**src/hdl/mrc_pkg.sv**
```systemverilog
// shared types, codes and the byte-wide crc update for the response checker
package mrc_pkg;

  localparam logic KIND_DATA = 1'b0;
  localparam logic KIND_EOF  = 1'b1;

  localparam int unsigned CFG_IDX_W = 2;
  localparam logic [CFG_IDX_W-1:0] REG_EXP_FUNC  = 2'd0;
  localparam logic [CFG_IDX_W-1:0] REG_ERR_LIMIT = 2'd1;

  localparam logic [7:0]  EXP_FUNC_RST  = 8'h03;
  localparam logic [7:0]  ERR_LIMIT_RST = 8'd50;
  localparam logic [15:0] CRC_INIT      = 16'hFFFF;
  localparam logic [15:0] CRC_POLY      = 16'hA001;
  localparam logic [7:0]  CNT_MAX       = 8'hFF;

  typedef enum logic [1:0] {
    ST_OK       = 2'd0,
    ST_MISMATCH = 2'd1,
    ST_SHORT    = 2'd2
  } status_e;

  // summary of the frame collected so far
  typedef struct packed {
    logic        is_long;
    logic        match;
    logic [15:0] rcv;
    logic [15:0] cmp;
    logic [8:0]  count;
  } frame_sum_t;

  // reflected crc-16, one byte, unrolled over eight bit steps
  function automatic logic [15:0] crc_feed(input logic [15:0] crc, input logic [7:0] b);
    logic [15:0] c;
    c = crc ^ {8'h00, b};
    for (int k = 0; k < 8; k++) begin
      if (c[0]) begin
        c = (c >> 1) ^ CRC_POLY;
      end else begin
        c = c >> 1;
      end
    end
    return c;
  endfunction

endpackage

```
**src/hdl/mrc_frame_acc.sv**
```systemverilog
// frame accumulator: running crc, two-byte hold line, length and function byte
module mrc_frame_acc #(
  parameter int unsigned MAX_FRAME_BYTES = 256
) (
  input  logic               clk_i,
  input  logic               rst_ni,
  input  logic               byte_fire_i,
  input  logic [7:0]         byte_i,
  input  logic               eof_fire_i,
  input  logic [7:0]         exp_func_i,
  output mrc_pkg::frame_sum_t sum_o
);
  import mrc_pkg::*;

  localparam int unsigned LEN_W = $clog2(MAX_FRAME_BYTES + 1);
  localparam logic [LEN_W-1:0] LEN_MAX = LEN_W'(MAX_FRAME_BYTES);

  logic [15:0]      crc_q, crc_d;
  logic [15:0]      held_q, held_d;
  logic [LEN_W-1:0] len_q, len_d;
  logic [7:0]       func_q, func_d;
  logic [31:0]      len_ext;

  always_comb begin
    crc_d  = crc_q;
    held_d = held_q;
    len_d  = len_q;
    func_d = func_q;
    if (eof_fire_i) begin
      crc_d  = CRC_INIT;
      held_d = '0;
      len_d  = '0;
      func_d = '0;
    end else if (byte_fire_i && (len_q < LEN_MAX)) begin
      // oldest held byte leaves the hold line into the crc
      if (len_q >= LEN_W'(2)) begin
        crc_d = crc_feed(crc_q, held_q[7:0]);
      end
      if (len_q == LEN_W'(1)) begin
        func_d = byte_i;
      end
      held_d = {byte_i, held_q[15:8]};
      len_d  = len_q + LEN_W'(1);
    end
  end

  always_ff @(posedge clk_i or negedge rst_ni) begin
    if (!rst_ni) begin
      crc_q  <= CRC_INIT;
      held_q <= '0;
      len_q  <= '0;
      func_q <= '0;
    end else begin
      crc_q  <= crc_d;
      held_q <= held_d;
      len_q  <= len_d;
      func_q <= func_d;
    end
  end

  assign len_ext       = 32'(len_q);
  assign sum_o.is_long = len_q > LEN_W'(2);
  assign sum_o.match   = (held_q == crc_q) && (func_q == exp_func_i);
  assign sum_o.rcv     = sum_o.is_long ? held_q : 16'h0000;
  assign sum_o.cmp     = sum_o.is_long ? crc_q : 16'h0000;
  assign sum_o.count   = len_ext[8:0];

  a_len_bound: assert property (@(posedge clk_i) disable iff (!rst_ni)
    len_q <= LEN_MAX)
    else $error("frame length past maximum");

  a_eof_restart: assert property (@(posedge clk_i) disable iff (!rst_ni)
    eof_fire_i |=> (len_q == '0) && (crc_q == CRC_INIT))
    else $error("frame state not restarted after end of frame");

endmodule

```
**config.mk**
```make
export PLATFORM = sky130hd
export DESIGN_NAME = mrc_frame_acc
export DESIGN_NICKNAME = d
export VERILOG_FILES = /design/src/hdl/mrc_pkg.sv /design/src/hdl/mrc_frame_acc.sv
export SDC_FILE = /design/constraint.sdc
export NUM_CORES = 1
export LEC_CHECK = 0
export ABC_AREA = 1
export BUFFER_PORTS_ARGS = -buffer_cell sky130_fd_sc_hd__buf_2
export CAP_MARGIN = 15
export CORE_MARGIN = 3
export CORE_UTILIZATION = 61
export CTS_BUF_LIST = sky130_fd_sc_hd__clkbuf_8
export DETAILED_ROUTE_END_ITERATION = 8
export MAX_ROUTING_LAYER = met4
export PLACE_DENSITY = 0.88
export SKIP_LAST_GASP = 1
export SLEW_MARGIN = 15
export SYNTH_ARGS = -nofsm -noshare
export SYNTH_HDL_FRONTEND = slang
export SYNTH_SLANG_ARGS = --single-unit
```
**constraint.sdc**
```tcl
create_clock -name clk_i -period 3.49 [get_ports clk_i]
set_input_delay 0.1745 -clock clk_i [delete_from_list [all_inputs] [get_ports clk_i]]
set_output_delay 0.1745 -clock clk_i [all_outputs]
set_load 0.02 [all_outputs]
```
==> results of run 1 <==
## final cells by class
cell class | instances | area [um2] | area share [%]
flip-flops and latches | 49 | 1250 | 37.7
repair buffers | 64 | 328 | 9.92
multi-input cells | 251 | 1330 | 40.4
inverters | 57 | 214 | 6.48
clock inverters | 2 | 33.8 | 1.02
clock buffers | 6 | 82.6 | 2.50
well taps | 52 | 65.1 | 1.97
## sequential cells by signal, summed over array words and instances (netlist names)
name / count
len_q: 9
held_q: 16
crc_q: 16
func_q: 8
## placed cells by master (no fill, tap or decap), drive strengths merged, types with 4 or more instances in the layout
cell type  count
ha             5
clkbuf         6
or2            4
o22ai          5
xor2           8
o21ai         36
dfrtp         33
nor3           5
xnor2          5
nand2         95
dfstp         16
a21oi          6
nand3         15
buf           63
nor2          45
a22oi          8
inv           57
## power by group
part / total, uW / switching, uW / leakage [uW] / internal, uW
Sequential: 762 / 72.9 / 0.000614 / 689
Combinational: 623 / 409 / 0.00106 / 214
Clock: 421 / 190 / 0.0000626 / 231
## layer usage
| metal | global-route usage (%) | vias up |
|---|---|---|
| met5 | - | - |
| met4 | 11.3 | 0 |
| met3 | 5.00 | 21 |
| met2 | 46.9 | 118 |
| met1 | 37.7 | 1270 |
| li1 | - | 1293 |
## synthesized netlist by cell type
library cell and count:
sky130_fd_sc_hd__a41oi_2 1, sky130_fd_sc_hd__buf_2 5, sky130_fd_sc_hd__xor2_1 8, sky130_fd_sc_hd__nor2_1 44, sky130_fd_sc_hd__o21ai_1 1, sky130_fd_sc_hd__o21ai_0 35, sky130_fd_sc_hd__a221oi_1 2, sky130_fd_sc_hd__buf_6 1
sky130_fd_sc_hd__o22ai_1 5, sky130_fd_sc_hd__inv_2 10, sky130_fd_sc_hd__mux2i_1 1, sky130_fd_sc_hd__ha_1 5, sky130_fd_sc_hd__nand2_4 2, sky130_fd_sc_hd__a211oi_1 1, sky130_fd_sc_hd__a32oi_1 3, sky130_fd_sc_hd__buf_4 1
sky130_fd_sc_hd__clkinv_1 1, sky130_fd_sc_hd__nand3_1 11, sky130_fd_sc_hd__dfstp_2 16, sky130_fd_sc_hd__xnor2_1 4, sky130_fd_sc_hd__nand2_1 87, sky130_fd_sc_hd__nor4_1 2, sky130_fd_sc_hd__a21oi_1 6, sky130_fd_sc_hd__nand3b_1 1
sky130_fd_sc_hd__nor3_2 3, sky130_fd_sc_hd__dfrtp_1 33, sky130_fd_sc_hd__nand4_1 3, sky130_fd_sc_hd__nor2_8 1, sky130_fd_sc_hd__a22oi_1 8, sky130_fd_sc_hd__xnor2_2 1, sky130_fd_sc_hd__clkbuf_1 5, sky130_fd_sc_hd__nor3_1 2
sky130_fd_sc_hd__nand3_2 4, sky130_fd_sc_hd__or2_2 4, sky130_fd_sc_hd__nand2_2 6, sky130_fd_sc_hd__inv_1 46
## final timing paths
| check | start | slack (ps) | cells past startpoint | endpoint |
|---|---|---|---|---|
| max in group asynchronous | rst_ni | 2380 | 3 | crc_q[13]$_DFFE_PN1P_ |
| worst max register to register | len_q[8]$_DFFE_PN0P_ | 1510 | 9 | crc_q[9]$_DFFE_PN1P_ |
| worst max-delay path | len_q[7]$_DFFE_PN0P_ | 1110 | 7 | sum_o[33] |
| worst min register to register | func_q[7]$_DFFE_PN0P_ | 510 | 2 | func_q[7]$_DFFE_PN0P_ |
| worst min-delay path | byte_i[6] | 140 | 3 | held_q[14]$_DFFE_PN0P_ |
| min in group asynchronous | rst_ni | 300 | 2 | len_q[1]$_DFFE_PN0P_ |
## kinds of logic after synthesis
logic type | Yosys count | share of synthesized area (%)
buf+inv | 69 | 9.68
flops | 49 | 43.6
fa+ha+maj | 5 | 2.19
mux | 1 | 0.350
xor+xnor | 13 | 4.25
compound gates | 62 | 12.9
simple gates | 170 | 27.0
## worst max-delay path, cell delays in order (launching register included)
cell                       delay, ps
sky130_fd_sc_hd__dfrtp_1         430
sky130_fd_sc_hd__nor3_2          240
sky130_fd_sc_hd__nand2_1          80
sky130_fd_sc_hd__clkinv_1         60
sky130_fd_sc_hd__nand3_1          70
sky130_fd_sc_hd__inv_1           690
sky130_fd_sc_hd__nor2_1          120
sky130_fd_sc_hd__buf_2           210
## metrics by stage
stage	utilization, %	area (um2)
global placement	71.5	3180
global route	74.3	3300
floorplan	-	2860
detailed placement	71.5	3180
finish	74.3	3300
CTS	74.3	3300
## what timing repair did
item                                    CTS  global route
hold buffers                              1             0
hold endpoints to repair                  8             0
endpoints found under the setup margin    0             0
==> flow_metrics.env, run 1 <==
export IMPL_netlist_cell_type_count=36
export IMPL_max_slew_margin_pct=37.8
export IMPL_arrival_time_of_the_worst_setup_path_ps=2200
export IMPL_detailroute_via_count=2702
export IMPL_route_antenna_remaining_nets=0
export IMPL_grt_max_degree=36
export IMPL_clock_buffers_created_by_tritoncts=5
export IMPL_maximum_capacitance_violations=0
export IMPL_detail_route_wirelength_met1_um=2980
export IMPL_gp_congestion=0.909
export IMPL_overall_die_area_um2=5540
export IMPL_final_period_utilization_pct=68.2
export IMPL_rsz0062_at_grt="no"
export IMPL_p_total_uw=1810
export IMPL_maxUsedRoutingLayer="met4"
export IMPL_worst_pin_slew_ps=932
export IMPL_critical_path_peak_fanout=32
export IMPL_avgSynthCellArea_um2=7.74
export IMPL_synth_top_cell_area_share_pct=28.9
export IMPL_clock_edge_transition_at_the_registers_on_the_reported_setup_and_hold_paths_ps=90
export IMPL_io_pin_count=63
export IMPL_detail_route_wirelength_um=7200
export IMPL_netlist_instances=369
export IMPL_final_net_count=453
export IMPL_fp_coreArea_um2=4440
export IMPL_routedWlPerCell_um=15.0
export IMPL_post_synth_instance_area_um2=2860
export IMPL_n_antenna_cell=0
export IMPL_dp_hpwl_um=5460
export IMPL_critical_path_startpoint_type="flop"
export IMPL_power_density_nw_per_um2=547
export IMPL_cts_sinks=49
export IMPL_place_inst=472
export IMPL_area_delta_synth_final_pct=15.6
export IMPL_final_cells=481
export IMPL_tritoncts="done"
export IMPL_timing_worst_setup_path_type="reg2out"
export IMPL_overflow=0
export IMPL_drt_initial_drc_count=228
export IMPL_placement_rows=24
export IMPL_route_detailed_vias_per_inst=5.62
export IMPL_finalMaxSlewViolations=0
export IMPL_ys_seq_elements=49
export IMPL_wl_met2_um=3580
export IMPL_timing_final_ws_setup_ps=1110
export IMPL_dp_worst_setup_slack_ps=1470
export IMPL_clock_root_buffer="sky130_fd_sc_hd__clkbuf_8"
export IMPL_status="complete, no violations"
export IMPL_floorplan_initialDensity_pct=64.3
export IMPL_vdd_drop_max_v=0.000301
export IMPL_clk_insertion_delay_late_ps=310
export IMPL_drt_drc_violations_left=0
export IMPL_fin_tns_setup_ps=0
export IMPL_number_of_inserted_filler_cells_in_the_final_layout=327
export IMPL_yosys_warnings=0
export IMPL_synth_top_cell_by_area="sky130_fd_sc_hd__dfrtp_1"
export IMPL_timing_hold_violations_final=0
export IMPL_port_buffers=62
export IMPL_worst_ep_required_time_ps=3320
export IMPL_die_width_um=74.4
export IMPL_setup_viol=0
export IMPL_layout_drive_gt1_share_pct=27.5
export IMPL_gr_usage_all_layers_pct=29.5
export IMPL_syn_nets=394
export IMPL_final_hold_worst_slack_ps=141
export IMPL_setup_worst_path_end_class="output port"
export IMPL_floorplan_die_height_um=74.4
export IMPL_final_setup_skew_ps=13.7
export IMPL_antenna_found_initial=0
export IMPL_cts_repair_resize_count=0
export IMPL_synth_yosys_seq_area_share_pct=43.6
export IMPL_met3_wirelength_from_detailed_routing_um=445
export IMPL_via_count_of_the_first_global_routing_pass=2644
export IMPL_leak_pwr_uw=0.00173
export IMPL_path_class_of_the_lowest_slack_min_delay_path="in2reg"
export IMPL_synthTopCellsByArea="sky130_fd_sc_hd__dfrtp_1 (29%), sky130_fd_sc_hd__dfstp_2 (15%), sky130_fd_sc_hd__nand2_1 (11%)"
export IMPL_dr_pass1_iters=4
export IMPL_grt_first_pass_wirelength_um=12000
export IMPL_buffers_from_clock_root_to_sink_at_most=2
export IMPL_cts_htree_levels=2
export IMPL_final_critical_period_ps=2380
export IMPL_cts_setup_buffers=0
export IMPL_clock_fmax_ghz=0.420
No activity file was read; power rests on OpenSTA's default activity.
==> inputs of run 2 (changes only) <==
--- a/config.mk
+++ b/config.mk
@@ -5,15 +5,15 @@
 export SDC_FILE = /design/constraint.sdc
 export NUM_CORES = 1
 export LEC_CHECK = 0
-export ABC_AREA = 1
+export ABC_AREA = 0
 export BUFFER_PORTS_ARGS = -buffer_cell sky130_fd_sc_hd__buf_2
 export CAP_MARGIN = 15
 export CORE_MARGIN = 3
-export CORE_UTILIZATION = 61
+export CORE_UTILIZATION = 55
 export CTS_BUF_LIST = sky130_fd_sc_hd__clkbuf_8
 export DETAILED_ROUTE_END_ITERATION = 8
 export MAX_ROUTING_LAYER = met4
-export PLACE_DENSITY = 0.88
+export PLACE_DENSITY = 0.82
 export SKIP_LAST_GASP = 1
 export SLEW_MARGIN = 15
 export SYNTH_ARGS = -nofsm -noshare
==> constraint.sdc (replaced) <==
create_clock -name clk_i -period 2.4 [get_ports clk_i]
set_input_delay 0.12 -clock clk_i [delete_from_list [all_inputs] [get_ports clk_i]]
set_output_delay 0.12 -clock clk_i [all_outputs]
set_load 0.02 [all_outputs]
==> flow_metrics.env, run 2 <==
export IMPL_power_density_nw_per_um2=624
export IMPL_slowest_stage_cell_cp="sky130_fd_sc_hd__dfstp_2"
export IMPL_grt_max_degree=39
export IMPL_gr_usage_all_layers_pct=23.5
export IMPL_maximum_capacitance_violations=0
export IMPL_worst_ep_required_time_ps=2280
export IMPL_netlist_top_cells_count="sky130_fd_sc_hd__nand2_1 (35), sky130_fd_sc_hd__dfrtp_1 (33), sky130_fd_sc_hd__and2_1 (31)"
export IMPL_via_count_of_the_first_global_routing_pass=2023
export IMPL_critical_path_startpoint_type="flop"
export IMPL_cp_num_buf_inv=1
export IMPL_clock_root_buffer="sky130_fd_sc_hd__clkbuf_8"
export IMPL_p_sw_uw=514
export IMPL_avgSynthCellArea_um2=10.0
export IMPL_path_class_of_the_lowest_slack_min_delay_path="in2reg"
export IMPL_gp_congestion=0.831
export IMPL_final_cells=373
export IMPL_status="complete, no violations"
export IMPL_post_synth_instance_area_um2=2630
export IMPL_tritoncts="done"
export IMPL_antenna_found_initial=0
export IMPL_startpoint_of_the_worst_register_to_register_path="crc_q[0]$_DFFE_PN1P_"
export IMPL_seq_pwr_share_pct=47.3
export IMPL_synthTopCellsByArea="sky130_fd_sc_hd__dfrtp_1 (31%), sky130_fd_sc_hd__dfstp_2 (16%), sky130_fd_sc_hd__xnor2_1 (9.6%)"
export IMPL_route_antenna_remaining_nets=0
export IMPL_clock_buffers_created_by_tritoncts=5
export IMPL_placement_rows=24
export IMPL_gr_met3_demand_resource_pct=3.20
export IMPL_fp_coreArea_um2=4470
export IMPL_yosys_warnings=0
export IMPL_dp_hpwl_um=4190
export IMPL_io_pin_count=63
export IMPL_overflow=0
export IMPL_final_critical_period_ps=2190
export IMPL_cp_cell_sequence="xnor2_1 > ha_1 > and3_1 > nand4_1 > nor4_1 > buf_2"
export IMPL_drt_drc_violations_left=0
export IMPL_clock_edge_transition_at_the_registers_on_the_reported_setup_and_hold_paths_ps=90
export IMPL_routedWlPerCell_um=15.5
export IMPL_syn_nets=287
export IMPL_synth_edff_count=0
export IMPL_dr_pass1_iters=4
export IMPL_area_delta_synth_final_pct=18.6
export IMPL_floorplan_initialDensity_pct=58.8
export IMPL_floorplan_die_height_um=75.2
export IMPL_power_combinational_fraction_pct=17.0
export IMPL_synth_top_cell_by_area="sky130_fd_sc_hd__dfrtp_1"
export IMPL_most_frequent_standard_cell_in_the_layout_excluding_fill_and_tap_cells="sky130_fd_sc_hd__buf_2"
export IMPL_layout_cells_most_common_list="sky130_fd_sc_hd__buf_2 (62), sky130_fd_sc_hd__nand2_1 (35), sky130_fd_sc_hd__dfrtp_1 (33)"
export IMPL_overall_die_area_um2=5650
export IMPL_groute_layer_met1_usage_pct=30.9
export IMPL_synth_yosys_seq_area_share_pct=47.3
export IMPL_leak_pwr_uw=0.00154
export IMPL_clk_insertion_delay_late_ps=310
export IMPL_grt_first_pass_wirelength_um=9660
export IMPL_die_width_um=75.2
export IMPL_place_inst=364
export IMPL_yosysMostFrequentCell="sky130_fd_sc_hd__nand2_1"
export IMPL_setup_worst_path_end_class="output port"
export IMPL_netlist_cell_type_count=31
export IMPL_drt_initial_drc_count=161
export IMPL_vdd_drop_max_v=0.000435
export IMPL_synth_top_cell_area_share_pct=31.4
export IMPL_cpPeakStageDelay_ps=580
export IMPL_final_net_count=345
export IMPL_rsz0062_at_grt="no"
export IMPL_clock_fmax_ghz=0.456
export IMPL_cts_sinks=49
export IMPL_fin_tns_setup_ps=0
export IMPL_port_buffers=62
export IMPL_critical_path_peak_fanout=3
export IMPL_worst_pin_slew_ps=813
export IMPL_grt_met2_usage_pct=37.7
export IMPL_detail_route_wirelength_um=5780
export IMPL_synthFlopType="sky130_fd_sc_hd__dfrtp_1"
export IMPL_buffers_from_clock_root_to_sink_at_most=2
export IMPL_cts_htree_levels=2
export IMPL_layout_drive_gt1_share_pct=29.9
export IMPL_path_delay_family="flip-flops"
export IMPL_n_antenna_cell=0
export IMPL_setup_viol=0
export IMPL_final_setup_skew_ps=4.93
export IMPL_timing_hold_violations_final=0
export IMPL_ys_seq_elements=49
export IMPL_busiest_layer="met2"
export IMPL_clock_power_share_pct=35.8
export IMPL_layout_top_registers="crc_q: 16 flops, held_q: 16 flops, len_q: 9 flops"
export IMPL_arrival_time_of_the_worst_setup_path_ps=2070
export IMPL_max_slew_margin_pct=45.8
export IMPL_finalMaxSlewViolations=0
export IMPL_timing_worst_setup_path_type="reg2out"
export IMPL_cell_internal_pwr_uw=1440
export IMPL_netlist_instances=262
export IMPL_switching_share_pct=26.4
export IMPL_final_period_utilization_pct=91.4
export IMPL_launch_instance_of_the_worst_min_delay_path="byte_i[0]"
export IMPL_route_detailed_vias_per_inst=5.32
export IMPL_worstSetupStartpoint="crc_q[0]$_DFFE_PN1P_"
export IMPL_postSynth_asyncResetShare_pct=100
export IMPL_detailroute_via_count=1985
## run 2: tightest hold or removal path, cell delays in order
cell	delay, ps
sky130_fd_sc_hd__buf_2	100
sky130_fd_sc_hd__nand2_1	50
sky130_fd_sc_hd__a21oi_1	50
## run 2: path summary, 6_finish.rpt
path | end | slack (ps) | cells after the start
worst max-delay path | sum_o[41] | 210 | 6
worst min-delay path | held_q[8]$_DFFE_PN0P_ | 50 | 3
max in group asynchronous | crc_q[14]$_DFFE_PN1P_ | 1220 | 3
min in group asynchronous | held_q[1]$_DFFE_PN0P_ | 440 | 2
worst min register to register | crc_q[7]$_DFFE_PN1P_ | 520 | 1
worst max register to register | crc_q[15]$_DFFE_PN1P_ | 400 | 6
## run 2: per-stage QoR
step                      setup WS, ps  area, um2  hold WS (ps)  util (%)  power (uW)
after floorplan                    535       2630          -176         -        1160
after global placement             448       2970           265      66.4        1260
after detailed placement           335       2970           265      66.4        1260
after CTS                          128       3120          45.2      69.6        1960
after global routing              92.0       3120          44.2      69.8        2040
final                              206       3120          53.7      69.8        1950
## run 2: final cells by class
type	count	area, um2
tap	52	65.1
clock inverter	3	65.1
timing repair buffer	66	343
inverter	1	3.75
multi-input combinational	197	1330
sequential	49	1250
fill	349	1350
clock buffer	5	68.8
## run 2: cell families (layout without fill, tap and decap cells)
kind of cell,after synthesis,count (layout),share of synthesized area (%)
AO/OA/AOI/OAI,36,36,9.41
XOR/XNOR,42,42,15.1
AND/OR/NAND/NOR,106,106,20.3
adder cells (fa/ha/maj),5,5,2.38
buffers and inverters,16,75,2.42
multiplexers,8,8,3.04
flip-flops,49,49,47.3
## run 2: per-layer routing
layer | up-vias | share of wire [%]
met2 | 61 | 48
li1 | 986 | -
met5 | - | 0
met4 | 0 | 1.3
met3 | 7 | 4.9
met1 | 931 | 46
## run 2: power by group through the flow
stage | clock network [uW] | logic, uW | registers (uW)
after CTS | 709 | 333 | 922
after global placement | 0 | 322 | 934
after floorplan | 0 | 232 | 925
final | 697 | 331 | 922
after detailed placement | 0 | 328 | 936
after global routing | 748 | 364 | 929
## run 2: repair_timing
action	CTS	global route
endpoints found under the setup margin	1	1
buffers inserted	0	0
hold endpoints to repair	33	0
hold buffers	1	0
gates resized for setup	1	1
